**config.mk**
```make
export PLATFORM = sky130hd
export DESIGN_NAME = mdeu_front
export DESIGN_NICKNAME = d
export VERILOG_FILES = /design/src/rtl/mdeu_pkg.sv /design/src/rtl/mdeu_front.sv
export SDC_FILE = /design/constraint.sdc
export NUM_CORES = 1
export LEC_CHECK = 0
export ABC_CLOCK_PERIOD_IN_PS = 4600
export BUFFER_PORTS_ARGS = -buffer_cell sky130_fd_sc_hd__buf_4
export CELL_PAD_IN_SITES_DETAIL_PLACEMENT = 1
export CELL_PAD_IN_SITES_GLOBAL_PLACEMENT = 2
export CORE_AREA = 5 5 94 184
export DETAILED_ROUTE_END_ITERATION = 6
export DIE_AREA = 0 0 99 189
export GPL_TIMING_DRIVEN = 1
export MAX_ROUTING_LAYER = met4
export PLACE_DENSITY = 0.76
export RECOVER_POWER = 50
export SYNTH_ARGS = -nofsm -noshare
export SYNTH_HDL_FRONTEND = slang
export SYNTH_SLANG_ARGS = --single-unit
export TNS_END_PERCENT = 1
```
**constraint.sdc**
```tcl
create_clock -name clk -period 4.6 [get_ports clk]
set_input_delay 0.92 -clock clk [delete_from_list [all_inputs] [get_ports clk]]
set_output_delay 0.92 -clock clk [all_outputs]
set_load 0.05 [all_outputs]
```
**src/rtl/mdeu_pkg.sv**
```systemverilog
// Shared types and constants of the multiply/divide execution unit.
// Depends on nothing.
package mdeu_pkg;

    localparam logic [1:0] OP_MUL  = 2'd0;
    localparam logic [1:0] OP_DIV  = 2'd1;
    localparam logic [1:0] OP_MULU = 2'd2;
    localparam logic [1:0] OP_MULS = 2'd3;

    localparam logic [1:0] W_8    = 2'd0;
    localparam logic [1:0] W_16   = 2'd1;
    localparam logic [1:0] W_32   = 2'd2;
    localparam logic [1:0] W_RSVD = 2'd3;

    localparam logic [1:0] EXT_NONE = 2'd0;
    localparam logic [1:0] EXT_8    = 2'd1;
    localparam logic [1:0] EXT_16   = 2'd2;
    localparam logic [1:0] EXT_RSVD = 2'd3;

    localparam int QUEUE_DEPTH = 2;

    typedef struct packed {
        logic [1:0]  req_type;
        logic [1:0]  operand_width;
        logic [31:0] operand_a;
        logic [31:0] operand_b;
        logic [1:0]  b_extend;
    } req_t;

    typedef struct packed {
        logic [31:0] result_low;
        logic [31:0] result_high;
        logic        zero_flag;
        logic        negative_flag;
        logic        odd_flag;
        logic        div_by_zero;
    } rsp_t;

    // classified operation handed from front to back
    typedef struct packed {
        logic        is_div;
        logic        is_wide;
        logic        is_signed;
        logic [1:0]  width;
        logic [31:0] a;
        logic [31:0] b;
    } op_t;

endpackage

```
**src/rtl/mdeu_front.sv**
```systemverilog
// Front part: accepts items, masks and extends operands, fills the queue.
// Depends on mdeu_pkg.
module mdeu_front
    import mdeu_pkg::*;
#(
    parameter int DEPTH = QUEUE_DEPTH
)
(
    input  logic clk,
    input  logic rst_n,
    input  logic in_valid,
    output logic in_ready,
    input  req_t in_data,
    output logic q_valid,
    input  logic q_ready,
    output op_t  q_data
);
    localparam int AW = (DEPTH > 1) ? $clog2(DEPTH) : 1;

    op_t            mem [DEPTH];
    logic [AW-1:0]  wr_reg, wr_next, rd_reg, rd_next;
    logic [AW:0]    cnt_reg, cnt_next;
    op_t            cls;
    logic [31:0]    b_ext;
    logic           push, pop;

    always_comb
    begin
        unique case (in_data.b_extend)
            EXT_8:   b_ext = {{24{in_data.operand_b[7]}}, in_data.operand_b[7:0]};
            EXT_16:  b_ext = {{16{in_data.operand_b[15]}}, in_data.operand_b[15:0]};
            default: b_ext = in_data.operand_b;
        endcase
        cls.is_div    = (in_data.req_type == OP_DIV);
        cls.is_wide   = (in_data.req_type == OP_MULU) || (in_data.req_type == OP_MULS);
        cls.is_signed = (in_data.req_type == OP_MULS);
        cls.b         = b_ext;
        if (cls.is_wide)
        begin
            cls.width = W_32;
            cls.a     = in_data.operand_a;
        end
        else
        begin
            cls.width = in_data.operand_width;
            unique case (in_data.operand_width)
                W_8:     cls.a = {24'd0, in_data.operand_a[7:0]};
                W_16:    cls.a = {16'd0, in_data.operand_a[15:0]};
                default: cls.a = in_data.operand_a;
            endcase
        end
    end

    assign in_ready = (cnt_reg != (AW+1)'(DEPTH));
    assign q_valid  = (cnt_reg != '0);
    assign q_data   = mem[rd_reg];
    assign push     = in_valid && in_ready;
    assign pop      = q_valid && q_ready;

    always_comb
    begin
        wr_next  = push ? ((wr_reg == AW'(DEPTH-1)) ? '0 : wr_reg + 1'b1) : wr_reg;
        rd_next  = pop  ? ((rd_reg == AW'(DEPTH-1)) ? '0 : rd_reg + 1'b1) : rd_reg;
        cnt_next = cnt_reg + (AW+1)'(push) - (AW+1)'(pop);
    end

    always_ff @(posedge clk or negedge rst_n)
    begin
        if (!rst_n)
        begin
            wr_reg  <= '0;
            rd_reg  <= '0;
            cnt_reg <= '0;
        end
        else
        begin
            wr_reg  <= wr_next;
            rd_reg  <= rd_next;
            cnt_reg <= cnt_next;
        end
    end

    always_ff @(posedge clk)
    begin
        if (push)
            mem[wr_reg] <= cls;
    end

endmodule

```
==> out/results.md, run 1 <==
| Quantity | This run |
| --- | --- |
| Outcome | finished with violations |
| Violations in the final reports | max-capacitance violations, max-slew violations |
| Detailed Route Iter0 Violations | 103 |
| Worst Setup Start Kind | flip-flop |
| Vias after detailed routing | 3183 |
| Vias per std cell | 4.64 |
| Final Setup Violations | 0 |
| Maximum frequency from static timing analysis | 0.274 GHz |
| Top cells by instance count after synthesis | 138 x sky130_fd_sc_hd__edfxtp_1, 69 x sky130_fd_sc_hd__mux2_2, 27 x sky130_fd_sc_hd__nor2b_1 |
| Initial antenna violation count | 0 |
| I/O pins | 145 |
| Number of hold-repair buffers added at the cts stage | 0 |
| Type of the worst setup path | reg2out |
| Worst-skew pair later-pin latency | 0.41 ns |
| Global-route track usage on met3 | 3.28% |
| Max Fanout on Critical Path | 36 |
| Number of flip-flops in the largest register | 138 |
| Count of mapped cells out of synthesis | 321 |
| Die W | 99 um |
| Buffers from clock root to sink, at most | 2 |
| Fraction of synthesized cell area taken by the top area cell type | 72.6% |
| DRC violation count after routing | 0 |
| Worst Path Required | 3.68 ns |
| Number of distinct library cell variants in the gate-level netlist after synthesis | 28 |
| Endpoint kind of the worst setup timing path | output port |
| Combined area of all synthesized cells | 5710 sq um |
| Core occupancy in the finished layout | 48.2% |
| Number of clock sinks | 142 |
| Vias in the first global route | 3645 |
| Number of H-tree levels | 4 |
| Maximum clock skew at final layout | 0.0121 ns |
| Layout Nets | 550 |
| Path category of the worst min-delay check | in2async |
| Worst Path Arrival | 2.72 ns |
| Busiest grt layer | met2 |
| Unrepaired setup endpoints after global routing | false |
| Routability-driven placement congestion ratio | 0.740 |
| Buffer type at the clock tree root | sky130_fd_sc_hd__clkbuf_16 |
| Number of synthesized flops with an enable pin | 138 |
| GRT Resource Usage Total | 14.4% |
| Yosys top cell by area | sky130_fd_sc_hd__edfxtp_1 |
| Cells taking the most area after synthesis | sky130_fd_sc_hd__edfxtp_1 73%, sky130_fd_sc_hd__mux2_2 14%, sky130_fd_sc_hd__nor2b_1 3.0%, sky130_fd_sc_hd__dfrtp_1 1.8%, sky130_fd_sc_hd__a21oi_1 1.4% |
| Met1 track demand over resource | 12.7% |
| Area post-placement | 6980 sq um |
| Largest stage delay, worst path | 1.35 ns |
| Most common cell in the netlist | sky130_fd_sc_hd__edfxtp_1 |
| Wire length of the first global-routing pass | 19400 um |
| Share of the clock period used by the worst path | 79.2% |
| Setup slack at placement | 1.77 ns |
| Number of routed nets with antenna violations | 0 |
| Yosys warns | 0 |
| PnR worst setup slack | 0.956 ns |
| Post-route non-filler standard cell count | 686 |
| Setup Buffers After CTS | 0 |
| Number of cells upsized or downsized after cts | 0 |
| Total of flip-flops plus latches after synthesis | 142 |
| Clock buffer count from CTS | 17 |
| Area of the core | 15700 sq um |
| Most used DFF post-synth | sky130_fd_sc_hd__edfxtp_1 |
| Pin count of the biggest net entering global routing | 70 |
| Max-slew violation total from the final report | 105 |
| Routed WL per cell | 18.6 um |
| Area growth syn-to-layout | 32.5% |
| Share of synthesized flip-flops with an asynchronous set or reset | 2.82% |
| Routed Wire Length | 12800 um |
| Vertical die dimension | 189 um |
| Sequential-to-total area share from yosys stat | 74.4% |
| Worst-Margin Slew | 1.72 ns |
| Count of port buffers added during placement | 144 |
| Power per cell area | 753 nW/um^2 |
| Accumulated negative setup slack | 0 ns |
| Average footprint of a synthesized cell | 17.8 sq um |
| Worst slew margin | -14.8% |
| DIE AREA | 18700 sq um |
| Final critical path time including I/O delays and setup | 3.64 ns |
| Starting Density | 36.3% |
| Final number of hold-violating endpoints | 0 |
| Fin area | 7560 sq um |
| Standby leakage power | 0.00292 uW |
| Final HPWL DP | 9080 um |
| Peak supply drop | 0.000329 V |
| Clock tree from TritonCTS | done |
| Critical path cell sequence | buf_12 > mux2_2 > buf_4 |
| Clk slew on worst S/H paths | 0.06 ns |
| Met2 GRT Util | 28.3% |
| Site Rows | 65 |
| Number of antenna cells inserted | 0 |
| Share of final-layout standard cells stronger than drive strength 1 | 49.9% |
| Cell with the largest stage delay on the worst path | sky130_fd_sc_hd__dfrtp_1 |
| Max-cap violations | 2 |
| Number of cells in the design after placement | 655 |
| Aggregate global routing overflow | 0 |
| Drt pass-1 iters | 4 |
| Synthesized Nets | 398 |
==> stage by stage <==
stage	hold slack, ns	total power [uW]
2_1_floorplan	0.460	3630
3_3_place_gp	0.533	4310
3_5_place_dp	0.547	4340
4_1_cts	0.280	5780
5_1_grt	0.337	5930
6_report	0.334	5690
==> where the power goes <==
group          internal, uW  total, uW  switching (uW)
logic                   766       2330            1570
registers              1800       1940             138
clock network           908       1430             518
==> layout make-up <==
type | instances | area (sq um)
clock buffers | 18 | 429
clock inverters | 13 | 190
fillers | 1533 | 8140
inverters | 19 | 71.3
multi-input cells | 146 | 1290
flip-flops and latches | 142 | 4240
well taps | 201 | 251
repair buffers | 147 | 1090
==> worst max-delay path, delay by kind of cell (launching register included) <==
kind	cells	cell delay, ns
mux	1	0.38
buf+inv	2	0.51
flops	1	1.35
==> cells by family (layout without fill, tap and decap cells) <==
group / Yosys count / count (layout) / share of synthesized area (%)
fa+ha+maj: 3 / 3 / 0.658
flops: 142 / 142 / 74.4
simple gates: 42 / 42 / 4.34
buf+inv: 33 / 197 / 3.07
mux: 69 / 69 / 13.6
xor+xnor: 3 / 3 / 0.461
compound gates: 29 / 29 / 3.47
==> path summary, 6_finish.rpt <==
path / start / endpoint / slack, ns / depth (start not counted)
max in group asynchronous: rst_n / wr_reg / 4.07 / 1
worst max-delay path: rd_reg / q_data[40] / 0.96 / 3
worst min register to register: wr_reg / wr_reg / 0.55 / 1
worst min-delay path: rst_n / cnt_reg[1] / 0.33 / 1
min in group clk: wr_reg / wr_reg / 0.55 / 1
worst max register to register: cnt_reg[0] / mem[1][38] / 2.17 / 2
==> placed cells by master (no fill, tap or decap), drive strengths merged <==
cell        n
and2        1
clkinv      3
nand3       1
or2         2
ha          3
a21bo       1
nor2b      27
mux2       69
buf       128
a21o        8
a32oi       1
nand2b      1
clkinvlp    4
xnor2       3
dfrtp       4
nor2        5
o21ai       1
nand2       3
a211oi      1
and3        1
a21oi      16
edfxtp    138
clkbuf     37
a221oi      1
bufinv      4
nor3        1
inv        21
==> layer usage <==
layer  part of all wire, %  vias to the layer above
met5                     0                        -
met3                   4.5                       13
met2                    61                       85
met4                   1.7                        0
li1                      -                     1501
met1                    33                     1584
(Power assumes the default switching activity.)
==> inputs of run 2 (changes only) <==
--- a/config.mk
+++ b/config.mk
@@ -5,16 +5,16 @@
 export SDC_FILE = /design/constraint.sdc
 export NUM_CORES = 1
 export LEC_CHECK = 0
-export ABC_CLOCK_PERIOD_IN_PS = 4600
+export ABC_CLOCK_PERIOD_IN_PS = 3150
 export BUFFER_PORTS_ARGS = -buffer_cell sky130_fd_sc_hd__buf_4
 export CELL_PAD_IN_SITES_DETAIL_PLACEMENT = 1
 export CELL_PAD_IN_SITES_GLOBAL_PLACEMENT = 2
-export CORE_AREA = 5 5 94 184
+export CORE_AREA = 5 5 98 192
 export DETAILED_ROUTE_END_ITERATION = 6
-export DIE_AREA = 0 0 99 189
+export DIE_AREA = 0 0 103 197
 export GPL_TIMING_DRIVEN = 1
 export MAX_ROUTING_LAYER = met4
-export PLACE_DENSITY = 0.76
+export PLACE_DENSITY = 0.73
 export RECOVER_POWER = 50
 export SYNTH_ARGS = -nofsm -noshare
 export SYNTH_HDL_FRONTEND = slang
==> constraint.sdc (replaced) <==
create_clock -name clk -period 3.15 [get_ports clk]
set_input_delay 0.63 -clock clk [delete_from_list [all_inputs] [get_ports clk]]
set_output_delay 0.63 -clock clk [all_outputs]
set_load 0.05 [all_outputs]
==> out/results.md, run 2 (synthesis results as in run 1) <==
| Quantity | This run | Delta |
| --- | --- | --- |
| Standby leakage power | 0.00294 uW | was 0.00292 uW |
| Routed WL per cell | 18.7 um | was 18.6 um |
| Die W | 103 um | was 99 um |
| Logic depth of the worst register-to-register path | 4 | was 2 |
| GRT Resource Usage Total | 13.6% | was 14.4% |
| Starting Density | 33.2% | was 36.3% |
| Outcome | finished with violations | unchanged |
| Buffers from clock root to sink, at most | 2 | unchanged |
| Number of H-tree levels | 4 | unchanged |
| Vias per std cell | 4.61 | was 4.64 |
| DRC violation count after routing | 0 | unchanged |
| Final HPWL DP | 9170 um | was 9080 um |
| Area post-placement | 7030 sq um | was 6980 sq um |
| Final critical path time including I/O delays and setup | 2.71 ns |  |
| Share of the clock period used by the worst path | 86.0% |  |
| Clock buffer count from CTS | 17 | unchanged |
| Fraction of power consumed by the clock network | 25.4% | was 25.0% |
| Violations in the final reports | max-capacitance violations, max-slew violations | unchanged |
| Int Pwr | 5160 uW | was 3470 uW |
| Detailed Route Iter0 Violations | 104 | was 103 |
| I/O pins | 145 | unchanged |
| Relative contribution of combinational cells to total power | 40.9% | was 41.0% |
| Worst Path Arrival | 2.70 ns | was 2.72 ns |
| Count of port buffers added during placement | 144 | unchanged |
| Power consumption | 8390 uW | was 5690 uW |
| Routability-driven placement congestion ratio | 0.713 | was 0.740 |
| Path category of the worst min-delay check | in2reg | was in2async |
| Type of the worst setup path | reg2reg | was reg2out |
| Buffer type at the clock tree root | sky130_fd_sc_hd__clkbuf_16 | unchanged |
| Drt pass-1 iters | 4 | unchanged |
| Wire length of the first global-routing pass | 19500 um | was 19400 um |
| Worst-skew pair later-pin latency | 0.41 ns | about the same |
| Worst Path Required | 3.15 ns | was 3.68 ns |
| Commonest non-fill, non-tap cell in the layout | sky130_fd_sc_hd__edfxtp_1 | unchanged |
| Number of clock sinks | 142 | unchanged |
| Switch Pwr | 3230 uW | was 2220 uW |
| Switching Share | 38.5% | was 39.0% |
| Area growth syn-to-layout | 33.4% | was 32.5% |
| Worst Setup Start Kind | flip-flop | unchanged |
| Pin count of the biggest net entering global routing | 70 | unchanged |
| Worst slew margin | -29.6% | was -14.8% |
| Initial antenna violation count | 0 | unchanged |
| Peak supply drop | 0.000384 V | was 0.000329 V |
| Start point of the critical path | cnt_reg[0] | was rd_reg |
| Worst reg2reg setup slack | 0.44 ns | was 2.17 ns |
| Final number of hold-violating endpoints | 0 | unchanged |
| Endpoint of the most critical setup path | mem[0][54] | was q_data[40] |
| Commonest cells after routing, fill and taps aside | 138 x sky130_fd_sc_hd__edfxtp_1, 130 x sky130_fd_sc_hd__buf_4, 69 x sky130_fd_sc_hd__mux2_2 | was 138 x sky130_fd_sc_hd__edfxtp_1, 127 x sky130_fd_sc_hd__buf_4, 69 x sky130_fd_sc_hd__mux2_2 |
| Aggregate global routing overflow | 0 | unchanged |
| Vias in the first global route | 3657 | was 3645 |
| Worst-Margin Slew | 1.94 ns | was 1.72 ns |
| Unrepaired setup endpoints after global routing | false | unchanged |
| Vertical die dimension | 197 um | was 189 um |
| Worst reg2reg startpoint | cnt_reg[0] | unchanged |
| Sequential group share of total power | 33.7% | was 34.0% |
| Number of routed nets with antenna violations | 0 | unchanged |
| Number of hold-repair buffers added at the cts stage | 1 | was 0 |
| Final Setup Violations | 0 | unchanged |
| Worst R2R End | mem[0][54] | was mem[1][38] |
| Endpoint kind of the worst setup timing path | flip-flop | was output port |
| Vias after detailed routing | 3219 | was 3183 |
| Maximum clock skew at final layout | 0.00445 ns | was 0.0121 ns |
| Power per cell area | 1100 nW/um^2 | was 753 nW/um^2 |
| Setup Buffers After CTS | 0 | unchanged |
| Fin area | 7610 sq um | was 7560 sq um |
| Number of antenna cells inserted | 0 | unchanged |
| DIE AREA | 20300 sq um | was 18700 sq um |
| Routed Wire Length | 13100 um | was 12800 um |
| Number of cells upsized or downsized after cts | 0 | unchanged |
| Max-slew violation total from the final report | 70 | was 105 |
| Layout Nets | 554 | was 550 |
| Share of final-layout standard cells stronger than drive strength 1 | 49.7% | was 49.9% |
| Max-cap violations | 1 | was 2 |
| Area of the core | 17200 sq um | was 15700 sq um |
| Clock tree from TritonCTS | done | unchanged |
| Clk slew on worst S/H paths | 0.06 ns | about the same |
| Max Fanout on Critical Path | 69 | was 36 |
| Accumulated negative setup slack | 0 ns | unchanged |
| Maximum frequency from static timing analysis | 0.369 GHz |  |
| Site Rows | 68 | was 65 |
| Number of flip-flops in the largest register | 138 | unchanged |
## run 2: cell count changes in the layout (fill, tap and decap cells not counted), sizes merged
| cell | change |
|---|---|
| buf | +3 |
| bufinv | +1 |
| clkinv | +1 |
| dlygate4sd3 | +1 |
| inv | -2 |
## run 2: power by group through the flow
stage	Sequential (uW)	Combinational, uW	Clock [uW]
final	2830	3430	2130
after global routing	2870	3590	2270
after CTS	2820	3520	2190
after detailed placement	2860	3510	0
after global placement	2820	3480	0
after floorplan	2750	2550	0
## run 2: routing by layer
metal  part of all wire (%)  global-route usage (%)
met1                     33                    12.5
met2                     61                    25.8
met3                    3.6                    2.73
met4                    2.0                    5.91
met5                      0                       -
## run 2: per-stage QoR
step	hold WS, ns	cells	worst slack (ns)	utilization (%)
after floorplan	0.334	321	0.0694	-
after global placement	0.431	667	0.753	40.9
after detailed placement	0.432	667	0.665	40.9
after CTS	0.374	699	0.462	44.6
after global routing	0.398	699	0.257	44.3
final	0.425	699	0.441	44.3
## run 2: final cells by class
type	instances	area [sq um]
multi-input combinational	146	1290
sequential	142	4250
tap	210	263
timing repair buffer	151	1120
clock inverter	13	196
fill	1736	9580
clock buffer	18	429
inverter	19	71.3
## run 2: worst min path at each step
stage / startpoint / endpoint / cells past startpoint
floorplan: rst_n / cnt_reg[0] / 0
global placement: rst_n / rd_reg / 1
detailed placement: rst_n / rd_reg / 1
CTS: in_data[37] / mem[0][35] / 1
global route: in_data[39] / mem[1][37] / 1
finish: in_data[39] / mem[1][37] / 1
## run 2: worst max-delay path: stages, from the launching register on
cell and delay (ns):
sky130_fd_sc_hd__dfrtp_1 0.44, sky130_fd_sc_hd__nand2b_1 0.19, sky130_fd_sc_hd__nand2_1 0.13, sky130_fd_sc_hd__nor2_4 0.09, sky130_fd_sc_hd__clkbuf_2 1.40
